## src/rtl/mm4_pkg.sv

```systemverilog
// Shared types and constants for the 4x4 fixed-point matrix multiplier.
// Depends on nothing; every other RTL file refers to it by scoped names, and the testbench imports it.
`default_nettype none

package mm4_pkg;

   localparam int MAT_DIM        = 4;
   localparam int ROW_W          = 2;
   localparam int FIELD_W        = 32;
   localparam int DEF_FRAC_BITS  = 16;
   localparam int DEF_ELEM_WIDTH = 32;
   localparam int LANE_STAGES    = 3;

   typedef enum logic [1:0] {
      ACT_LOAD_A  = 2'd0,
      ACT_LOAD_B  = 2'd1,
      ACT_PRODUCT = 2'd2,
      ACT_UNUSED  = 2'd3
   } action_type;

   typedef struct packed {
      logic [1:0]                action;
      logic [ROW_W-1:0]          row_index;
      logic signed [FIELD_W-1:0] elem0;
      logic signed [FIELD_W-1:0] elem1;
      logic signed [FIELD_W-1:0] elem2;
      logic signed [FIELD_W-1:0] elem3;
   } req_type;

   typedef struct packed {
      logic [ROW_W-1:0]          out_row;
      logic signed [FIELD_W-1:0] prod0;
      logic signed [FIELD_W-1:0] prod1;
      logic signed [FIELD_W-1:0] prod2;
      logic signed [FIELD_W-1:0] prod3;
      logic                      last_row;
   } rsp_type;

   // Row write control from the top level's request decode to the matrix store.
   typedef struct packed {
      logic             load_a;
      logic             load_b;
      logic [ROW_W-1:0] row;
   } wr_ctrl_type;

   // Tag that travels beside the lanes: which product row is in flight.
   typedef struct packed {
      logic             valid;
      logic [ROW_W-1:0] row;
   } tag_type;

endpackage

`default_nettype wire

```

## src/rtl/mm4_merge.sv

```systemverilog
// Merging stage: scales and saturates the four lane sums and registers one result row.
// Depends on mm4_pkg for the tag and result structs.
`default_nettype none

module mm4_merge #(
   parameter int FRAC_BITS  = mm4_pkg::DEF_FRAC_BITS,
   parameter int ELEM_WIDTH = mm4_pkg::DEF_ELEM_WIDTH
) (
   input  wire logic                                             clock,
   input  wire logic                                             reset,
   input  wire mm4_pkg::tag_type                                 tag,
   input  wire logic [mm4_pkg::MAT_DIM-1:0][2*ELEM_WIDTH+1:0]    lane_sum,
   output logic                                                  rsp_valid,
   output mm4_pkg::rsp_type                                      rsp_data
);

   localparam int SUM_W = 2 * ELEM_WIDTH + 2;

   logic signed [SUM_W-1:0]                         shifted;
   logic [mm4_pkg::MAT_DIM-1:0][ELEM_WIDTH-1:0]     clip;
   logic [mm4_pkg::MAT_DIM-1:0][mm4_pkg::FIELD_W-1:0] elem_out;
   logic                                            rsp_valid_ff, rsp_valid_in;
   mm4_pkg::rsp_type                                rsp_data_ff, rsp_data_in;

   always_comb begin
      shifted = '0;
      for (int j = 0; j < mm4_pkg::MAT_DIM; j++) begin
         // Arithmetic shift gives floor rounding of the exact sum.
         shifted = $signed(lane_sum[j]) >>> FRAC_BITS;
         if ((&shifted[SUM_W-1:ELEM_WIDTH-1]) || !(|shifted[SUM_W-1:ELEM_WIDTH-1])) begin
            clip[j] = shifted[ELEM_WIDTH-1:0];
         end else if (shifted[SUM_W-1]) begin
            clip[j] = {1'b1, {(ELEM_WIDTH-1){1'b0}}};
         end else begin
            clip[j] = {1'b0, {(ELEM_WIDTH-1){1'b1}}};
         end
         elem_out[j] = mm4_pkg::FIELD_W'($signed(clip[j]));
      end
      rsp_valid_in         = tag.valid;
      rsp_data_in.out_row  = tag.row;
      rsp_data_in.prod0    = elem_out[0];
      rsp_data_in.prod1    = elem_out[1];
      rsp_data_in.prod2    = elem_out[2];
      rsp_data_in.prod3    = elem_out[3];
      rsp_data_in.last_row = (tag.row == mm4_pkg::ROW_W'(mm4_pkg::MAT_DIM - 1));
   end

   always_ff @(posedge clock) begin
      if (reset) begin
         rsp_valid_ff <= 1'b0;
      end else begin
         rsp_valid_ff <= rsp_valid_in;
      end
   end

   always_ff @(posedge clock) begin
      rsp_data_ff <= rsp_data_in;
   end

   assign rsp_valid = rsp_valid_ff;
   assign rsp_data  = rsp_data_ff;

endmodule

`default_nettype wire

```

## config.mk

```make
export PLATFORM = sky130hd
export DESIGN_NAME = mm4_merge
export DESIGN_NICKNAME = d
export VERILOG_FILES = /design/src/rtl/mm4_pkg.sv /design/src/rtl/mm4_merge.sv
export SDC_FILE = /design/constraint.sdc
export NUM_CORES = 1
export LEC_CHECK = 0
export ABC_CLOCK_PERIOD_IN_PS = 1340
export BUFFER_PORTS_ARGS = -buffer_cell sky130_fd_sc_hd__buf_2
export CAP_MARGIN = 30
export CORE_AREA = 2 2 154 156
export CTS_CLUSTER_SIZE = 25
export DETAILED_ROUTE_END_ITERATION = 12
export DIE_AREA = 0 0 156 158
export PLACE_DENSITY = 0.61
export SLEW_MARGIN = 20
export SYNTH_ARGS = -nofsm -noshare
export SYNTH_HDL_FRONTEND = slang
export SYNTH_SLANG_ARGS = --single-unit
```

## constraint.sdc

```tcl
create_clock -name clock -period 1.34 [get_ports clock]
set_input_delay 0.268 -clock clock [delete_from_list [all_inputs] [get_ports clock]]
set_output_delay 0.268 -clock clock [all_outputs]
set_load 0.05 [all_outputs]
```

==> run metrics, run 1 <==
result of the run=finished, final reports clean; number of clock buffers inserted by TritonCTS=17; post-placement cell count=977; transition at the pin with the smallest max-transition slack=roughly 0.5 ns; post-synthesis sequential area ratio=approximately 60%; proportion of total power due to net switching=28.62%; clock tree from TritonCTS=done; count of vias placed by the detailed router=4103; number of detailed-route iterations in the first pass=4; H-Tree Level Count=4; initial core utilization=about a fifth; DRC violation count after routing=0; worst hold slack=0.05803 ns; max-cap viol count=0; maximum count of clock buffers along a single path=2; GRT Resource Usage Total=a little over a tenth; die width=156 µm; internal power contribution=7.541 mW; final period utilization=between 90% and 100%; kind of path behind the tightest hold check=primary input to register; Routed WL per cell=around 14 µm; Critical Setup Path Class=primary input to register; type of element capturing the critical path=register; share of cells above drive strength 1=71.55%; number of cells produced by synthesis=346; Req. time, crit path=1.63 ns; number of antenna violations at the first check in global routing=2; final global-route overflow total=0; top-level port count=about 400; critical path startpoint category=primary input; switching power of the nets=3.024 mW; PwrDens=1416 mW/mm²; share of total power in sequential cells=between 30% and 40%; leakage power of the design=approximately 3.8 nW; flip-flop and latch count after synthesis=132; start point of the worst hold path=lane_sum[154]; timing-limited maximum frequency=0.7753 GHz; overall die area=0.02465 mm²; data arrival time at the worst-slack endpoint=1.58 ns; Register Area=about 0.0026 mm²; time the final worst path needs with I/O delays and setup=1.290 ns; post-synthesis instance area=between 0.004 and 0.005 mm²; Min-Delay Path Depth=2; floorplan die height=roughly 160 µm; largest net degree at the start of global routing=32; area taken by multi-input logic gates=0.001679 mm²; root buffer cell=sky130_fd_sc_hd__clkbuf_16; Distinct cells, synth=17; wire length of the first global-routing pass=approximately 20000 µm; total number of placement rows=56; net count after synthesis=615; Total Routed Length=around 14000 µm; clock network fraction of total power=44.0%; Max Fanout on Critical Path=7; clk sink count=132; routability congestion estimate from global placement=0.7840; number of global-route vias before repair=between 4000 and 5000; post-detailed-route count of antenna-violating nets=0; synth warn=0; final std cells w/o fill=roughly 1000; Min-Delay Endpoint=rsp_data[39]; worst-case vdd ir drop=~0.67 mV; power share of the combinational group=~16%; average size of a mapped cell=12.68 µm²; worst max-slew margin expressed relative to the limit=66.66%; DP HPWL=approximately 11000 µm; fill cell instance count of the final layout=2337; number of setup violations in the final report=0; number of nets in the final layout=980; setup repair after global routing missed its margin=yes; clock slew at the register clock pins of the worst setup and hold paths=approximately 0.06 ns; area added between synthesis and finish=69.97%; final number of max-transition violations=0; vias per inst=4.038; number of input and output port buffers inserted=roughly 340; core region area=0.02305 mm²; Final Hold Vio Count=0; count of routing violations after the opening detailed-route iteration=146
[power by group through the flow]
stage | logic [mW] | registers, mW | clock network (mW)
2_1_floorplan | 0.278 | 5.03 | 0
3_3_place_gp | 1.69 | 4.27 | 0
3_5_place_dp | 1.70 | 4.27 | 0
4_1_cts | 1.71 | 4.19 | 4.83
5_1_grt | 1.82 | 4.20 | 4.98
6_report | 1.74 | 4.18 | 4.65
[synthesized netlist by cell type, drive strengths merged]
master         n  area share (%)
buf           24             5.3
clkbuf         1           0.085
and3           4            0.57
a311oi         4             1.2
a21o         124              24
dlygate4sd3    3            0.68
nor2b          1            0.14
nand4         20             2.9
dfxtp        132              60
nor2           8            0.68
and2           1            0.14
nor4          20             3.4
a31o           4            0.80
[cell families after synthesis]
family,count (synthesis),share of synthesized area [%]
flops,132,60.22
compound gates,132,25.89
simple gates,54,7.813
buf+inv,28,6.073
[worst max-delay path, stage by stage]
cell                        delay, ns
sky130_fd_sc_hd__buf_8           0.10
sky130_fd_sc_hd__nor4_4          0.26
sky130_fd_sc_hd__nand4_1         0.14
sky130_fd_sc_hd__nor4_2          0.17
sky130_fd_sc_hd__buf_4           0.17
sky130_fd_sc_hd__a311oi_4        0.07
sky130_fd_sc_hd__clkbuf_16       0.22
sky130_fd_sc_hd__a21o_2          0.18
[registers in the layout, indices dropped and copies added (netlist names)]
| register | count |
|---|---|
| rsp_data | 131 |
| rsp_valid | 1 |
[layout make-up]
class	instances	area share [%]
clock inverters	14	2.030
repair buffers	374	29.21
diodes	2	0.06710
flip-flops and latches	132	35.43
multi-input cells	186	22.51
clock buffers	18	5.888
well taps	290	4.865
[layout by cell type, fill, tap and decap left out, types with 7 or more instances in the layout]
| cell type | count |
|---|---|
| sky130_fd_sc_hd__a21o_1 | 31 |
| sky130_fd_sc_hd__a21o_2 | 89 |
| sky130_fd_sc_hd__buf_12 | 11 |
| sky130_fd_sc_hd__buf_2 | 330 |
| sky130_fd_sc_hd__buf_4 | 21 |
| sky130_fd_sc_hd__buf_6 | 7 |
| sky130_fd_sc_hd__clkbuf_16 | 18 |
| sky130_fd_sc_hd__dfxtp_1 | 132 |
| sky130_fd_sc_hd__nand4_1 | 20 |
| sky130_fd_sc_hd__nor2_1 | 8 |
| sky130_fd_sc_hd__nor4_2 | 7 |
| sky130_fd_sc_hd__nor4_4 | 7 |
[through the flow]
step | utilization [%] | setup WS, ns | setup TNS [ns] | total power [mW] | area (µm²)
global placement | 29.11 | -0.3837 | -42.09 | 5.955 | 6711
global route | 32.35 | -0.04089 | -0.7995 | 11.00 | 7458
floorplan | - | -0.07432 | -7.650 | 5.306 | 4504
finish | 32.35 | 0.05016 | 0 | 10.56 | 7458
detailed placement | 29.11 | -0.3819 | -42.24 | 5.970 | 6711
CTS | 31.81 | 0.01102 | 0 | 10.72 | 7332
[per-layer routing]
metal | track usage (%) | share of wire [%] | routed length (µm) | up-vias
li1 | - | - | - | 1996
met5 | 0 | 0 | 0 | -
met4 | 4.369 | 1.6 | 221 | 0
met3 | 4.489 | 9.3 | 1320 | 14
met1 | 10.95 | 39 | 5543 | 1898
met2 | 18.73 | 50 | 7075 | 195
[worst max-delay path by stage]
| stage | start | to | slack [ns] | cells after the start |
|---|---|---|---|---|
| after floorplan | lane_sum[58] | rsp_data[100] | -0.07 | 6 |
| after global placement | lane_sum[58] | rsp_data[114] | -0.38 | 8 |
| after detailed placement | lane_sum[65] | rsp_data[103] | -0.38 | 8 |
| after CTS | rsp_data[52] | rsp_data[52] | 0.01 | 1 |
| after global routing | lane_sum[58] | rsp_data[107] | -0.04 | 8 |
| final | lane_sum[58] | rsp_data[119] | 0.05 | 8 |
[timing repair]
action,in CTS,in global routing
setup buffers,0,0
setup endpoints to repair,0,41
endpoints found under the hold margin,3,0
resized for setup,0,17
hold buffers,3,0
(Power assumes the default switching activity.)
==> inputs of run 2 (changes only) <==
--- a/config.mk
+++ b/config.mk
@@ -5,14 +5,16 @@
 export SDC_FILE = /design/constraint.sdc
 export NUM_CORES = 1
 export LEC_CHECK = 0
+export ABC_AREA = 1
 export ABC_CLOCK_PERIOD_IN_PS = 1340
 export BUFFER_PORTS_ARGS = -buffer_cell sky130_fd_sc_hd__buf_2
 export CAP_MARGIN = 30
-export CORE_AREA = 2 2 154 156
+export CORE_AREA = 2 2 155 157
 export CTS_CLUSTER_SIZE = 25
 export DETAILED_ROUTE_END_ITERATION = 12
-export DIE_AREA = 0 0 156 158
-export PLACE_DENSITY = 0.61
+export DIE_AREA = 0 0 157 159
+export PLACE_DENSITY = 0.6
+export REMOVE_ABC_BUFFERS = 1
 export SLEW_MARGIN = 20
 export SYNTH_ARGS = -nofsm -noshare
 export SYNTH_HDL_FRONTEND = slang
==> run 2 against run 1 <==
Setup slack better by 0.014 ns. Non-clock buffer count is 17 lower. Via count is 9.8% higher. Power is 0.13% higher. Critical path type is now register to output port. Critical endpoint is now rsp_data[48]. Highest routed layer unchanged.
==> run metrics, run 2 <==
total number of placement rows=56 (unchanged); core region area=0.02319 mm² (+0.61%); number of cells produced by synthesis=543 (+57%); share of cells above drive strength 1=43.47% (-28 points); count of vias placed by the detailed router=4507 (+9.8%); type of element capturing the critical path=output port; floorplan die height=159 µm (+0.63%); number of detailed-route iterations in the first pass=4 (unchanged); Slowest-stage cell, CP=sky130_fd_sc_hd__dfxtp_1; number of synthesized flops with an enable pin=0 (unchanged); critical path startpoint category=register; final global-route overflow total=0 (unchanged); transition at the pin with the smallest max-transition slack=0.2855 ns (-0.2146 ns); count of antenna diodes in the layout=0 (-2); clock slew at the register clock pins of the worst setup and hold paths=0.06 ns (about the same); wire length of the first global-routing pass=20980 µm (+4.6%); DP Worst Slack=-0.002099 ns (+0.3798 ns); Final WS setup=0.06381 ns (+0.01365 ns); number of input and output port buffers inserted=336 (unchanged); vias per inst=3.685 (-8.7%); max-cap viol count=0 (unchanged); synth cell count leaders=sky130_fd_sc_hd__nand2_1, sky130_fd_sc_hd__dfxtp_1, sky130_fd_sc_hd__nor2_1; overall power consumption=10.58 mW (+0.13%); worst-case vdd ir drop=0.6350 mV (-5.1%); final number of max-transition violations=0 (unchanged); post-synthesis instance area=0.004423 mm² (+0.80%); H-Tree Level Count=4 (unchanged); fill cell instance count of the final layout=2536 (+8.5%); Routed WL per cell=11.19 µm (-20%); ranking of synthesized cells by area=sky130_fd_sc_hd__dfxtp_1, sky130_fd_sc_hd__nand2_1, sky130_fd_sc_hd__nor2_1; Distinct cells, synth=16 (-1); met2 layer usage reported by global route=18.64% (-0.091 points); DP HPWL=10890 µm (-0.95%); commonest non-fill, non-tap cell in the layout=sky130_fd_sc_hd__buf_2; Req. time, crit path=1.07 ns (-0.56 ns); average size of a mapped cell=8.145 µm² (-36%); post-placement cell count=1188 (+22%); number of global-route vias before repair=4328 (+7.7%); grt peak-use layer=met2; async set-reset flop share out of synthesis=0% (unchanged); final period utilization=95.24% (-1.0 points); post-detailed-route count of antenna-violating nets=0 (unchanged); Min-Delay Endpoint=rsp_valid; overall die area=0.02496 mm² (+1.3%); largest area contributor in the synthesized netlist=sky130_fd_sc_hd__dfxtp_1; timing-limited maximum frequency=0.7836 GHz (+1.1%); largest net degree at the start of global routing=28 (-13%); Synth top area share=59.75% (-0.48 points); routability congestion estimate from global placement=0.7548 (-3.7%); worst max-slew margin expressed relative to the limit=81.10% (+14 points); initial core utilization=19.07% (+0.036 points); Critical Setup Path Class=register to output port; number of setup buffers added after CTS=0 (unchanged); number of nets in the final layout=1160 (+18%); start point of the worst hold path=reset; setup repair after global routing missed its margin=no; kind of path behind the tightest hold check=primary input to register; leakage power of the design=3.648 nW (-5.1%); time the final worst path needs with I/O delays and setup=1.276 ns (-0.01365 ns); PwrDens=1478 mW/mm² (+4.3%); clock tree from TritonCTS=done; post-route cell area=0.007157 mm² (-4.0%); Total Routed Length=13680 µm (-3.4%); clk sink count=132 (unchanged); Final Hold Vio Count=0 (unchanged); routing usage on met3=3.919% (-0.57 points); worst hold slack=0.02616 ns (-0.03187 ns); final std cells w/o fill=1223 (+20%); top-level port count=401 (unchanged); result of the run=finished, final reports clean; cell with the most instances after synthesis=sky130_fd_sc_hd__nand2_1; maximum count of clock buffers along a single path=2 (unchanged); root buffer cell=sky130_fd_sc_hd__clkbuf_16; worst path buffer plus inverter count=1 (-2); delay-heaviest family, CP=flip-flops; count of routing violations after the opening detailed-route iteration=134 (-8.2%); DRC violation count after routing=0 (unchanged); Critical Path Max Stage Delay=0.32 ns (+0.06 ns); Primary FF master, synth=sky130_fd_sc_hd__dfxtp_1; max reg flops=131 (unchanged); most frequent cells in the layout=sky130_fd_sc_hd__buf_2, sky130_fd_sc_hd__nand2_1, sky130_fd_sc_hd__dfxtp_1, sky130_fd_sc_hd__nor2_1, sky130_fd_sc_hd__clkbuf_16; data arrival time at the worst-slack endpoint=1.01 ns (-0.57 ns); met1 demand-to-capacity share in global routing=11.52% (+0.57 points); Min-Delay Path Depth=2 (unchanged); number of setup violations in the final report=0 (unchanged); area after detailed placement=0.006507 mm² (-3.0%); die width=157 µm (+0.64%); synth warn=0 (unchanged); number of clock buffers inserted by TritonCTS=17 (unchanged); flip-flop and latch count after synthesis=132 (unchanged); Max Fanout on Critical Path=1 (-6); cell-by-cell trace of the critical path=buf_2; final-layout setup total negative slack=0 ns (unchanged); area added between synthesis and finish=61.81%; GRT Resource Usage Total=10.76% (+0.22 points); number of antenna violations at the first check in global routing=0 (-2); share of the core filled with cells=30.86% (-1.5 points); post-synthesis sequential area ratio=59.75% (-0.48 points)
-- run 2: changes by cell type in the layout (fill, tap and decap cells not counted), moves of 12 or more --
cell / previous run / this run
sky130_fd_sc_hd__a21o_2: 89 / 0
sky130_fd_sc_hd__nor2_1: 8 / 57
sky130_fd_sc_hd__a21o_1: 31 / 0
sky130_fd_sc_hd__buf_4: 21 / 8
sky130_fd_sc_hd__nand4_1: 20 / 8
sky130_fd_sc_hd__nand2_1: 0 / 290
-- run 2: repair_timing --
action / in CTS / in global routing
hold buffers: 3 / 0
endpoints found under the hold margin: 3 / 0
resized for setup: 0 / 0
-- run 2: final cells by class --
| type | instances | area (µm²) | area share (%) |
|---|---|---|---|
| clock buffers | 21 | 470.5 | 6.573 |
| clock inverters | 11 | 148.9 | 2.080 |
| inverters | 6 | 22.52 | 0.3147 |
| multi-input cells | 377 | 1501 | 20.98 |
| flip-flops and latches | 132 | 2643 | 36.92 |
| well taps | 319 | 399.1 | 5.577 |
| repair buffers | 357 | 1972 | 27.55 |
-- run 2: cell families after synthesis --
kind of cell | Yosys count | synth area share [%]
buffers and inverters | 34 | 6.308
and+or+nand+nor | 377 | 33.95
DFF | 132 | 59.75
-- run 2: layer usage --
layer	wire, µm	up-vias
met5	0	-
met4	271	0
met1	5423	1933
met3	1319	18
li1	-	2342
met2	6667	214
-- run 2: worst max-delay path by stage --
stage / startpoint / to / slack, ns / cells past startpoint
finish: rsp_data[48] / rsp_data[48] / 0.06 / 1
detailed placement: lane_sum[131] / rsp_data[86] / -0.002 / 7
floorplan: lane_sum[257] / rsp_data[10] / -0.05 / 7
global route: rsp_data[48] / rsp_data[48] / 0.001 / 1
CTS: rsp_data[48] / rsp_data[48] / 0.0004 / 1
global placement: lane_sum[255] / rsp_data[5] / 0.01 / 8
-- run 2: where the power goes --
| group | total (mW) | switching [mW] | internal [mW] |
|---|---|---|---|
| registers | 4.18 | 0.0447 | 4.14 |
| logic | 1.55 | 1.09 | 0.466 |
| clock network | 4.84 | 1.76 | 3.09 |
| total | 10.6 | 2.89 | 7.69 |
==> inputs of run 3 (changes only) <==
--- a/config.mk
+++ b/config.mk
@@ -9,11 +9,13 @@
 export ABC_CLOCK_PERIOD_IN_PS = 1340
 export BUFFER_PORTS_ARGS = -buffer_cell sky130_fd_sc_hd__buf_2
 export CAP_MARGIN = 30
-export CORE_AREA = 2 2 155 157
+export CELL_PAD_IN_SITES_DETAIL_PLACEMENT = 1
+export CELL_PAD_IN_SITES_GLOBAL_PLACEMENT = 1
+export CORE_AREA = 2 2 154 156
 export CTS_CLUSTER_SIZE = 25
 export DETAILED_ROUTE_END_ITERATION = 12
-export DIE_AREA = 0 0 157 159
-export PLACE_DENSITY = 0.6
+export DIE_AREA = 0 0 156 158
+export PLACE_DENSITY = 0.81
 export REMOVE_ABC_BUFFERS = 1
 export SLEW_MARGIN = 20
 export SYNTH_ARGS = -nofsm -noshare
==> run 3 against run 2 <==
Worst hold slack improved by 0.015 ns. Setup slack about the same. Sequential share of layout area increased by 0.37 points. Clock power decreased by 4%. Die area decreased by 1.3%. Critical path depth unchanged. Count of clock-buffer cells in the layout decreased by 2. First-iteration DRC count increased by 65%. Global-route usage increased by 1.6 points. Critical path type unchanged. Critical endpoint is now rsp_data[1]. Largest power group unchanged.
==> run metrics, run 3 (synthesis results as in run 2) <==
result of the run=finished, final reports clean; clk sink count=132 (unchanged); GRT Resource Usage Total=12.37% (+1.6 points); Min-Delay Path Depth=3 (+1); number of global-route vias before repair=4812 (+11%); final std cells w/o fill=1193 (-2.5%); count of vias placed by the detailed router=4695 (+4.2%); largest net degree at the start of global routing=32 (+14%); Min-Delay Endpoint=rsp_data[88]; transition at the pin with the smallest max-transition slack=0.3083 ns (+0.02279 ns); final number of max-transition violations=0 (unchanged); wire length of the first global-routing pass=23600 µm (+13%); commonest non-fill, non-tap cell in the layout=sky130_fd_sc_hd__buf_2; most frequent cells in the layout=sky130_fd_sc_hd__buf_2, sky130_fd_sc_hd__nand2_1, sky130_fd_sc_hd__dfxtp_1, sky130_fd_sc_hd__nor2_1, sky130_fd_sc_hd__clkbuf_16; time the final worst path needs with I/O delays and setup=1.276 ns (-0.0002027 ns); max reg flops=131 (unchanged); worst max-slew margin expressed relative to the limit=79.59% (-1.5 points); number of antenna violations at the first check in global routing=2 (+2); share of the core filled with cells=30.74% (-0.12 points); top-level port count=401 (unchanged); leakage power of the design=3.625 nW (-0.62%); delay-heaviest family, CP=flip-flops; overall die area=0.02465 mm² (-1.3%); clock tree from TritonCTS=done; total number of placement rows=56 (unchanged); timing-limited maximum frequency=0.7837 GHz (about the same); floorplan die height=158 µm (-0.63%); share of cells above drive strength 1=43.02% (-0.46 points); core region area=0.02305 mm² (-0.60%); DRC violation count after routing=0 (unchanged); Critical Path Max Stage Delay=0.36 ns (+0.04 ns); final global-route overflow total=0 (unchanged); kind of path behind the tightest hold check=primary input to register; Slowest-stage cell, CP=sky130_fd_sc_hd__dfxtp_1; critical path startpoint category=register; number of setup violations in the final report=0 (unchanged); final period utilization=95.22% (about the same); DP HPWL=12700 µm (+17%); setup repair after global routing missed its margin=no; post-placement cell count=1155 (-2.8%); number of clock buffers inserted by TritonCTS=17 (unchanged); maximum count of clock buffers along a single path=2 (unchanged); count of routing violations after the opening detailed-route iteration=221 (+65%); PwrDens=1471 mW/mm² (-0.45%); cell-by-cell trace of the critical path=clkbuf_4; number of detailed-route iterations in the first pass=4 (unchanged); Max Fanout on Critical Path=1 (unchanged); worst hold slack=0.04128 ns (+0.01512 ns); Total Routed Length=16050 µm (+17%); worst-case vdd ir drop=0.6372 mV (+0.36%); max-cap viol count=0 (unchanged); Req. time, crit path=1.07 ns (about the same); Routed WL per cell=13.45 µm (+20%); Critical Setup Path Class=register to output port; routability congestion estimate from global placement=0.7346 (-2.7%); Final Hold Vio Count=0 (unchanged); initial core utilization=19.19% (+0.12 points); data arrival time at the worst-slack endpoint=1.01 ns (about the same); number of nets in the final layout=1158 (-0.17%); worst path buffer plus inverter count=1 (unchanged); source of the critical timing path=rsp_data[1]; vias per inst=3.935 (+6.8%); H-Tree Level Count=4 (unchanged); die width=156 µm (-0.64%); type of element capturing the critical path=output port; clock slew at the register clock pins of the worst setup and hold paths=0.07 ns (about the same); number of input and output port buffers inserted=336 (unchanged); start point of the worst hold path=lane_sum[105]; root buffer cell=sky130_fd_sc_hd__clkbuf_16; final-layout setup total negative slack=0 ns (unchanged); post-detailed-route count of antenna-violating nets=0 (unchanged); area added between synthesis and finish=60.20%
[run 3: cell count changes in the layout (fill, tap and decap cells not counted), moves of 2 or more]
cell | previous run | this run
sky130_fd_sc_hd__clkbuf_4 | 0 | 3
sky130_fd_sc_hd__buf_2 | 336 | 333
sky130_fd_sc_hd__clkinv_4 | 1 | 5
sky130_fd_sc_hd__buf_4 | 8 | 4
sky130_fd_sc_hd__clkinvlp_4 | 3 | 1
sky130_fd_sc_hd__inv_6 | 2 | 4
sky130_fd_sc_hd__clkbuf_8 | 3 | 0
sky130_fd_sc_hd__dlygate4sd3_1 | 3 | 5
[run 3: worst max path at each step]
stage / to / slack [ns] / depth (start not counted)
floorplan: rsp_data[10] / -0.05 / 7
global placement: rsp_data[122] / -0.04 / 7
detailed placement: rsp_data[122] / -0.07 / 9
CTS: rsp_data[1] / 0.01 / 1
global route: rsp_data[90] / 0.01 / 1
finish: rsp_data[1] / 0.06 / 1
[run 3: per-layer routing]
layer	share of wire [%]	track usage, %	vias up
li1	-	-	2338
met1	39	13.19	2121
met2	51	22.29	201
met3	7.5	4.134	33
met4	2.8	5.417	2
met5	0.081	0	-
[run 3: timing repair]
item / CTS / global route
setup endpoints to repair: 0 / 3
hold endpoints to repair: 4 / 1
hold buffers: 4 / 1
gates resized for setup: 0 / 3
setup buffers: 0 / 0
[run 3: layout make-up]
type                       count  area (µm²)
clock inverter                13       151.4
timing repair buffer         355        1969
fill                        2863       15970
sequential                   132        2643
inverter                       6       22.52
tap                          290       362.8
antenna                        1       2.502
clock buffer                  19       432.9
multi-input combinational    377        1501
[run 3: through the flow]
step           power, mW  setup slack [ns]  instance area (µm²)
6_report           10.43           0.06401                 7086
5_1_grt            10.85           0.01099                 7086
4_1_cts            10.62           0.01048                 7066
3_5_place_dp       5.847          -0.06748                 6441
3_3_place_gp       5.810          -0.03717                 6441
2_1_floorplan      5.192          -0.05041                 4167
[run 3: power by group]
group          internal, mW  leakage (nW)  switching, mW  total [mW]
clock network          2.78         0.283           1.89        4.67
logic                 0.466          2.23           1.11        1.57
registers              4.14          1.11         0.0491        4.18
total                  7.38          3.63           3.05        10.4
